==> config.mk <==
export PLATFORM = sky130hd
export DESIGN_NAME = steq_cell
export DESIGN_NICKNAME = d
export VERILOG_FILES = /design/src/rtl/steq_pkg.sv /design/src/rtl/steq_cell.sv
export SDC_FILE = /design/constraint.sdc
export NUM_CORES = 1
export LEC_CHECK = 0
export BUFFER_PORTS_ARGS = -buffer_cell sky130_fd_sc_hd__buf_2
export CAP_MARGIN = 10
export CORE_AREA = 8 8 168 170
export CTS_CLUSTER_DIAMETER = 80
export DETAILED_ROUTE_END_ITERATION = 12
export DIE_AREA = 0 0 176 178
export SLEW_MARGIN = 15
export SYNTH_ARGS = -nofsm -noshare
export SYNTH_HDL_FRONTEND = slang
export SYNTH_SLANG_ARGS = --single-unit
==> constraint.sdc <==
create_clock -name i_clk -period 11.8 [get_ports i_clk]
set_input_delay 2.36 -clock i_clk [delete_from_list [all_inputs] [get_ports i_clk]]
set_output_delay 2.36 -clock i_clk [all_outputs]
set_load 0.05 [all_outputs]
==> src/rtl/steq_pkg.sv <==
// ----------------------------------------------------------------------------
// Sorted timer event queue package
// Shared sizes, codes and the per-entry record of the event queue.
// ----------------------------------------------------------------------------
package steq_pkg;

    localparam int QueueDepth = 16;
    localparam int OwnerCount = 16;
    localparam int IdxW       = $clog2(QueueDepth);
    localparam int CntW       = $clog2(QueueDepth + 1);

    typedef enum logic [2:0] {
        CMD_ADD     = 3'd0,
        CMD_TICK    = 3'd1,
        CMD_ENABLE  = 3'd2,
        CMD_DISABLE = 3'd3,
        CMD_RELEASE = 3'd4
    } t_cmd;

    typedef enum logic [1:0] {
        KIND_TIMEOUT = 2'd0,
        KIND_DELETED = 2'd1,
        KIND_DROPPED = 2'd2
    } t_kind;

    // One queued event.
    typedef struct packed {
        logic signed [63:0] time_v;
        logic [3:0]         owner;
        logic [7:0]         callback;
        logic [31:0]        cookie;
    } t_entry;

    // Control broadcast from the sequencer to every cell.
    typedef struct packed {
        logic        insert;   // shift right at and after pos
        logic        remove;   // shift left at and after pos
        logic [IdxW-1:0] pos;
        t_entry      new_entry;
    } t_cell_ctl;

endpackage

==> src/rtl/steq_cell.sv <==
// ----------------------------------------------------------------------------
// Queue cell
// Holds one entry, loads a new one at the insert position, and takes a value
// from its left or right neighbour when the queue opens a gap or closes one.
// ----------------------------------------------------------------------------
module steq_cell
    import steq_pkg::*;
(
    input  logic            i_clk,
    input  logic [IdxW-1:0] i_index,
    input  t_cell_ctl       i_ctl,
    input  t_entry          i_left,
    input  t_entry          i_right,
    output t_entry          o_entry
);

    t_entry r_entry;
    t_entry n_entry;

    // Select the next value for this cell.
    always_comb begin
        n_entry = r_entry;
        if (i_ctl.insert) begin
            if (i_index == i_ctl.pos) begin
                n_entry = i_ctl.new_entry;
            end else if (i_index > i_ctl.pos) begin
                n_entry = i_left;
            end
        end else if (i_ctl.remove && i_index >= i_ctl.pos) begin
            n_entry = i_right;
        end
    end

    always_ff @(posedge i_clk) begin
        r_entry <= n_entry;
    end

    assign o_entry = r_entry;

endmodule
* Yosys cells after proc, flatten, opt, wreduce, memory -nomap -nowiden *
Index checks and enable logic that the tools add are counted.
W data, S select, Z words.

storage, ports and cells
  flip-flop bits (word level) = 108
  word-level logic and storage cells = 15
  output and inout port bits = 108
  input port bits = 335

operators by class
  order comparisons = 2
  equality and inequality tests = 2
  reduce and logical (&&, ||, !) cells = 3
  muxes and demuxes = 4

operator list
  kind                  count
  $mux W108             4
  $eq A4 B4 Y1          1
  $ge A4 B4 Y1          1
  $gt A4 B4 Y1          1
  $ne A3 B1 Y1 const B  1
  $reduce_and A2 Y1     1
  $reduce_bool A2 Y1    1
  $logic_and A1 B1 Y1   1

* Depth between registers and ports, before layout *
Gate-level depths: netlist of the first run.

  depth in word-level cells = 4
  gate-level depth with buffers = 8
  depth with buffers taken out = 5

* Worst setup path before layout of the first run *
OpenSTA, ideal clock, no wires.

  path kind = input port to flip-flop
  start = input port i_ctl[109] (netlist name)
  end = register r_entry, in the netlist o_entry[0], enable pin
  stages = 5
  setup time = 639 ps
  arrival time = 8,727 ps
  path slack = 2,433 ps
  required time = 11,161 ps
  cells stage by stage = inv_1 -> ha_1 -> nor2b_1 -> o211ai_1 -> a31oi_1

on the way
  word-level cells in the longest chain between the ends = 4
  elaborated cells between the ends (all ways) = 7
  classes of those cells = order compare (2); eq/ne (2); reduce/logical (3)

ends and longest elaborated chain
  item                             line             source
  from (decl)                      steq_cell.sv:11  input t_cell_ctl i_ctl,
  $ge A4 B4 Y1                     steq_cell.sv:29  end else if (i_ctl.remove && i_index >= i_ctl.pos) begin
  $logic_and A1 B1 Y1              steq_cell.sv:29
  $reduce_bool A2 Y1 (no line)     --
  $reduce_and A2 Y1 (no line) (*)  --
  to (signal assigned)             steq_cell.sv:35  r_entry <= n_entry;
  to (decl)                        steq_cell.sv:17  t_entry r_entry;

Every way passes the cells marked *; elsewhere a longest branch is shown, timed or not.
A chain may end at the register's enable or synchronous reset.

* Final worst setup path of the first run *
  start = input port i_ctl[111] (netlist name)
  end = register r_entry, in the netlist o_entry[66], enable pin

Same word-level chain as after synthesis.

==> impl_results.md, run 1 <==
- Post-DR wirelength/cell: 17.0 um
- Area growth syn-to-layout: 50.2%
- Setup TNS: 0 ps
- Worst Path Required: 11770 ps
- # hold bufs at CTS: 0
- Hold WC Path Type: in2reg
- Post-synth cell types: 14
- CP endpoint kind: flop
- Finished layout cell area: 8360 um2
- Hold wc startpoint: i_right[58]
- Vias per cell: approximately 4.2
- Synth Register Bits: 108
- Overall Global Routing Usage: 12.8%
- NumNets Final: 1244
- Initial Util: 21.7%
- Largest net degree at the start of global routing: 87
- Status: finished, final reports clean
- DRC: 0
- Multi-input logic area: 2130 um2
- Initial antenna violation count: 2
- Final core occ: 32.6%
- Largest fanout on the critical path: 60
- Maximum vdd drop: a little over 0.06 mV
- Share of post-route cells with drive strength above 1: 50.9%
- Site Rows: 59
- Synth Net Count: 821
- Vias: 5237
- Hold worst-path end: o_entry[58]
- Tmin final: 4280 ps
- Ys Warns: 0
- Post-synthesis sequential area ratio: between 50% and 60%
- Filler Cell Count: 2653
- Height of the die: 178 um
- Worst setup SP type: input pin
- Most frequent cells in the layout: buf_2, nor2_1, a21oi_1
- Max Cap Viol: 0
- Most common cell after layout, fill and taps aside: buf_2
- Fmax: ~230 MHz
- Core area: 25600 um2
- Full die area: 31300 um2
- Clk slew on worst S/H paths: ~80 ps
- Worst Path Arrival: 4250 ps
- Final slew viol count: 0
- Leakage: approximately 0.0044 uW
- First-pass DRT Iterations: 4
- RePlAce Congestion: 0.832
- Post-Route WL: 21200 um
- Syn Inst Count: just under 500
- Post-CTS sizing: 0
- Vias in the first global route: 5568
- Final Cycle Share: 36.3%
- Max clock buf depth: 2
- Area after DPL: 8070 um2
- Hold depth: 3
- Post-synth top area share: around 58%
- Detail Placement HPWL: 17500 um
- Met2 Usage GRT: 22.7%
- Largest cells by area after synthesis: edfxtp_1, mux2i_1, a21oi_1
- Hold_ws: 2340 ps
- Global-route wire length before repair: around 31000 um
- Clock root cell: clkbuf_16
- Max FFs per register: approximately 110
- Die W: 176 um
- Final setup viols: 0
- Rel. slew slack: 36.2%
- Post-route ant nets: 0
- Tot Pwr: between 1000 and 1500 uW
- Sink Count: between 100 and 150
- Global route overflow: 0
- Pwr dens: 153 nW/um2
- Critical path class: in2reg
- Worst Tran Pin Value: 958 ps
- CTS buffer count: 9
- Grt met1 use: ~14%
- RSZ-0062 raised after global routing: no
- Busiest grt layer: met2
- CTS H-tree lvls: 3
- IO Port Bufs: 442
- Syn_area_per_cell: approximately 12 um2
- Ports: approximately 440
- TritonCTS clock tree: done
- Register area: 3240 um2
- Synth area leader: edfxtp_1
- Hold Vio Cnt, Final: 0
- Post-CTS Setup Inserts: 0
- Synth Cell Area: around 5600 um2
- Initial drt markers: 154
- Met3 usage: 5.55%
==> cell type report <==
type,count,share of cell area [%]
repair buffers,448,27.1
diodes,2,0.0598
well taps,335,5.01
multi-input cells,334,25.4
clock buffers,10,2.74
inverters,4,0.180
clock inverters,5,0.733
flip-flops and latches,108,38.8
==> worst max-delay path, cell delays in order <==
cell,delay [ps]
buf_2,70
inv_1,30
ha_1,300
nand4_1,130
buf_4,390
a31oi_4,250
buf_4,610
==> worst max path at each step <==
| stage | startpoint | endpoint | slack (ps) |
|---|---|---|---|
| 6_report | i_ctl[111] | o_entry[66] | 7520 |
| 5_1_grt | i_ctl[110] | o_entry[68] | 7370 |
| 4_1_cts | i_ctl[111] | o_entry[66] | 7500 |
| 3_5_place_dp | i_ctl[111] | o_entry[56] | 7130 |
| 3_3_place_gp | i_ctl[111] | o_entry[56] | 7170 |
| 2_1_floorplan | i_ctl[109] | o_entry[0] | 2430 |
==> layer usage <==
layer  vias to the layer above  share of wire (%)
li1                       2609                  -
met1                      2337                 38
met2                       284                 51
met3                         7                 11
met4                         0               0.80
met5                         -                  0
==> logic make-up (layout without fill, tap and decap cells) <==
family / Yosys count / count (layout) / share of synthesized area (%)
AO/OA/AOI/OAI: 111 / 111 / 10.0
adder cells (fa/ha/maj): 4 / 4 / 0.899
buffers and inverters: 40 / 467 / 3.80
flip-flops: 108 / 108 / 58.3
multiplexers: 108 / 108 / 19.4
other: 0 / 2 / 0
AND/OR/NAND/NOR: 111 / 111 / 7.57
==> report_power, final <==
group          switching [uW]  internal (uW)  total [uW]
combinational             339            115         454
clock                     143            165         308
sequential               14.9            501         516
==> per-stage QoR <==
step | setup WS [ps] | instances
4_1_cts | 7500 | 1244
3_3_place_gp | 7170 | 1229
6_report | 7520 | 1246
3_5_place_dp | 7130 | 1229
2_1_floorplan | 2430 | 482
5_1_grt | 7370 | 1245
==> Yosys cell counts <==
cell	count
a21oi_1	109
nor2_1	109
edfxtp_1	108
mux2i_1	108
clkbuf_1	17
buf_4	10
buf_2	7
ha_1	4
inv_1	4
buf_6	2
a31oi_1	1
nand4_1	1
nor2b_1	1
o211ai_1	1
Power figures use the tool's default switching activity.
==> run 2: changes to the inputs <==
Clock period 11.8 ns to 3.98 ns, I/O delays scaled along.
==> impl_results.md, run 2 (same netlist as run 1, synthesis figures left out) <==
- Worst Path Arrival: around 2600 ps
- Pwr dens: approximately 450 nW/um2
- DRC: 0
- Max Cap Viol: 0
- Cells along the critical path: buf_2 > ha_1 > nand4_1 > buf_12 > buf_4 > mux2i_1 > a21oi_1
- Global route overflow: 0
- IO Port Bufs: 442
- Detail Placement HPWL: ~18000 um
- RSZ-0062 raised after global routing: no
- Post-Route WL: around 21000 um
- Vias: 5229
- Fmax: 402 MHz
- Die W: around 180 um
- Setup TNS: 0 ps
- Most frequent cells in the layout: buf_2, nor2_1, a21oi_1
- Site Rows: 59
- Placed Instances: 1232
- Overall Global Routing Usage: 12.7%
- Sink Count: 108
- Hold_ws: 761 ps
- Initial antenna violation count: 1
- Met3 usage: 4.68%
- Max clock buf depth: 2
- # hold bufs at CTS: 0
- Clk slew on worst S/H paths: 80 ps
- Worst Tran Pin Value: 575 ps
- NumNets Final: approximately 1.2k
- Vias per cell: 4.19
- Global-route wire length before repair: ~31000 um
- Leakage: between 0.004 and 0.005 uW
- Clock root cell: clkbuf_16
- Share of post-route cells with drive strength above 1: 51.0%
- Fin cells: 1249
- First-pass DRT Iterations: 4
- Worst Path Required: 4060 ps
- RePlAce Congestion: 0.804
- Final Cycle Share: 62.6%
- Post-route ant nets: 0
- Tmin final: 2490 ps
- Full die area: approximately 31000 um2
- CP Depth: 7
- Worst setup SP type: input pin
- CP endpoint: o_entry[64]
- Rel. slew slack: 61.7%
- Grt met1 use: about 14%
- Ports: 443
- Area growth syn-to-layout: 51.4%
- Buf/Inv on CP: 3
- Crit path largest cell delay: 400 ps
- Height of the die: 178 um
- Final setup viols: 0
- Final slew viol count: 0
- TritonCTS clock tree: done
- Hold WC Path Type: in2reg
- Crit. Startpoint: i_index[3]
- CP max stage cell: nand4_1
- Post-CTS sizing: 0
- Status: finished, final reports clean
- Most common cell after layout, fill and taps aside: buf_2
- Post-DR wirelength/cell: 17.2 um
- CTS buffer count: 9
- Max FFs per register: 108
- Initial drt markers: 210
- Largest fanout on the critical path: 35
- Crit-path leading delay family: buffers and inverters
- Post-CTS Setup Inserts: 0
- Hold Vio Cnt, Final: 0
- Initial Util: 21.7%
- Critical path class: in2reg
- Maximum vdd drop: 0.161 mV
- CTS H-tree lvls: 3
- Core area: about 26000 um2
- Largest net degree at the start of global routing: 88
- Busiest grt layer: met2
- CP endpoint kind: flop
- Met2 Usage GRT: 23.1%
- Vias in the first global route: approximately 5.5k
[run 2: cell count changes in the layout (fill, tap and decap cells not counted), sizes merged]
cell / change
clkinv: +5
clkinvlp: -3
inv: +1
diode: -1
buf: +3
bufinv: -1
clkbuf: -1
[run 2: metrics by stage]
step | area, um2 | util (%) | worst slack [ps] | power, uW
2_1_floorplan | 5580 | - | 24.6 | 2490
3_3_place_gp | 8150 | 31.8 | 1190 | 2930
3_5_place_dp | 8150 | 31.8 | 1130 | 2940
4_1_cts | 8430 | 32.9 | 1510 | 3830
5_1_grt | 8430 | 32.9 | 1420 | 3940
6_report | 8430 | 32.9 | 1490 | 3760
[run 2: routing by layer]
metal,wire length [um],share of wire (%)
met3,1920,8.9
met5,0,0
met2,11300,53
met1,7990,37
met4,232,1.1
[run 2: final cells by class]
type,instances,area [um2]
Clock buffer,9,225
Tap cell,335,419
Inverter,4,15.0
Sequential cell,108,3240
Multi-Input combinational cell,334,2130
Timing Repair Buffer,451,2350
Clock inverter,7,50.0
Fill cell,2675,17200
Antenna cell,1,2.50
[run 2: power by group]
| part | internal [uW] | switching, uW |
|---|---|---|
| Combinational | 353 | 1010 |
| Sequential | 1480 | 47.5 |
| Clock | 430 | 434 |
| Total | 2270 | 1490 |
[run 2: worst min-delay path by stage]
stage	startpoint	to	depth (start not counted)	slack, ps
2_1_floorplan	i_right[100]	o_entry[100]	2	1020
3_3_place_gp	i_right[8]	o_entry[8]	3	1110
3_5_place_dp	i_right[101]	o_entry[101]	3	1120
4_1_cts	i_right[101]	o_entry[101]	3	730
5_1_grt	i_right[24]	o_entry[24]	3	740
6_report	i_right[61]	o_entry[61]	3	760
==> run 3: changes to the inputs <==
Clock period 3.98 ns to 2.31 ns, I/O delays scaled along.
==> impl_results.md, run 3 (same netlist as run 1, synthesis figures left out) <==
- Status: finished, final reports clean
- Global-route wire length before repair: 31300 um
- Leakage: ~0.0045 uW
- RSZ-0062 raised after global routing: no
- TritonCTS clock tree: done
- Max FFs per register: 108
- NumNets Final: around 1.3k
- Initial Util: 21.7%
- Post-CTS Setup Inserts: 0
- Vias: 5326
- Most frequent cells in the layout: buf_2, nor2_1, a21oi_1
- Global route overflow: 0
- Maximum vdd drop: 0.262 mV
- Hold WC Path Type: in2reg
- Pwr dens: 754 nW/um2
- Vias in the first global route: 5639
- Slack of the critical path: 516 ps
- Area after DPL: 8360 um2
- Largest fanout on the critical path: 16
- Site Rows: 59
- Tmin final: 1790 ps
- Largest net degree at the start of global routing: 108
- CTS H-tree lvls: 3
- Register area: 3240 um2
- First-pass DRT Iterations: 5
- Final setup viols: 0
- Worst slack, placed: about 140 ps
- Ports: 443
- Initial drt markers: 143
- Worst Path Required: 2400 ps
- Final slew viol count: 0
- Vias per cell: between 4 and 5
- Worst Path Arrival: 1880 ps
- Rel. slew slack: about two thirds
- Post-DR wirelength/cell: ~17 um
- Clock root cell: clkbuf_16
- CP endpoint kind: flop
- Critical path class: in2reg
- IO Port Bufs: 442
- Placed Instances: 1247
- Sink Count: 108
- Worst Tran Pin Value: 503 ps
- Hold_ws: around 420 ps
- Multi-input logic area: 2180 um2
- # hold bufs at CTS: 0
- Max Cap Viol: 0
- Max clock buf depth: 2
- N_diodes: 0
- Worst setup SP type: input pin
- Die W: roughly 180 um
- Fmax: 558 MHz
- RePlAce Congestion: 0.846
- Tot Pwr: 6510 uW
- DRC: 0
- Clk slew on worst S/H paths: 80 ps
- Initial antenna violation count: 1
- Fin cells: approximately 1.3k
- Hold Vio Cnt, Final: 0
- Post-CTS sizing: 0
- Share of post-route cells with drive strength above 1: a little over half
- CTS buffer count: 9
- Post-route ant nets: 0
- Full die area: 31300 um2
- Final Cycle Share: 77.6%
- Post-Route WL: 21700 um
- Detail Placement HPWL: approximately 18000 um
- Core area: 25600 um2
- Filler Cell Count: about 2.7k
- Height of the die: between 150 and 200 um
- Most common cell after layout, fill and taps aside: buf_2
- Overall Global Routing Usage: 12.8%
- Area growth syn-to-layout: 54.9%
- Finished layout cell area: 8620 um2
run 3: critical path: stages:
cell and delay (ps):
buf_2 160, inv_12 30, ha_4 230, nand4_1 170, buf_4 300, buf_12 210
mux2i_1 210, a21oi_1 90
run 3: through the flow:
| step | util (%) | TNS [ps] |
|---|---|---|
| after detailed placement | 32.6 | 0 |
| after global placement | 32.6 | 0 |
| final | 33.7 | 0 |
| after floorplan | - | -139280 |
| after CTS | 33.7 | 0 |
| after global routing | 33.7 | 0 |
run 3: power breakdown:
group / switching, uW / internal (uW)
Combinational: 1750 / 642
Sequential: 81.5 / 2560
Clock: 744 / 735
run 3: final cells by class:
cell class                 count  share of cell area, %
multi-input combinational    334                   25.2
tap                          335                   4.86
sequential                   108                   37.6
clock inverter                 5                  0.435
clock buffer                  10                   2.65
timing repair buffer         466                   28.8
inverter                       4                  0.377
run 3: worst paths after layout:
kind,start,endpoint,slack [ps],cells past startpoint
max,i_ctl[110],o_entry[34],520,8
min,i_right[11],o_entry[11],420,3
run 3: routing by layer:
layer  up-vias  GRT usage (%)  part of all wire (%)
met1      2398           13.9                    38
met3        18           4.89                   9.2
met2       260           23.1                    51
met4         2           3.50                   1.3
met5         -              0                 0.060
li1       2648              -                     -
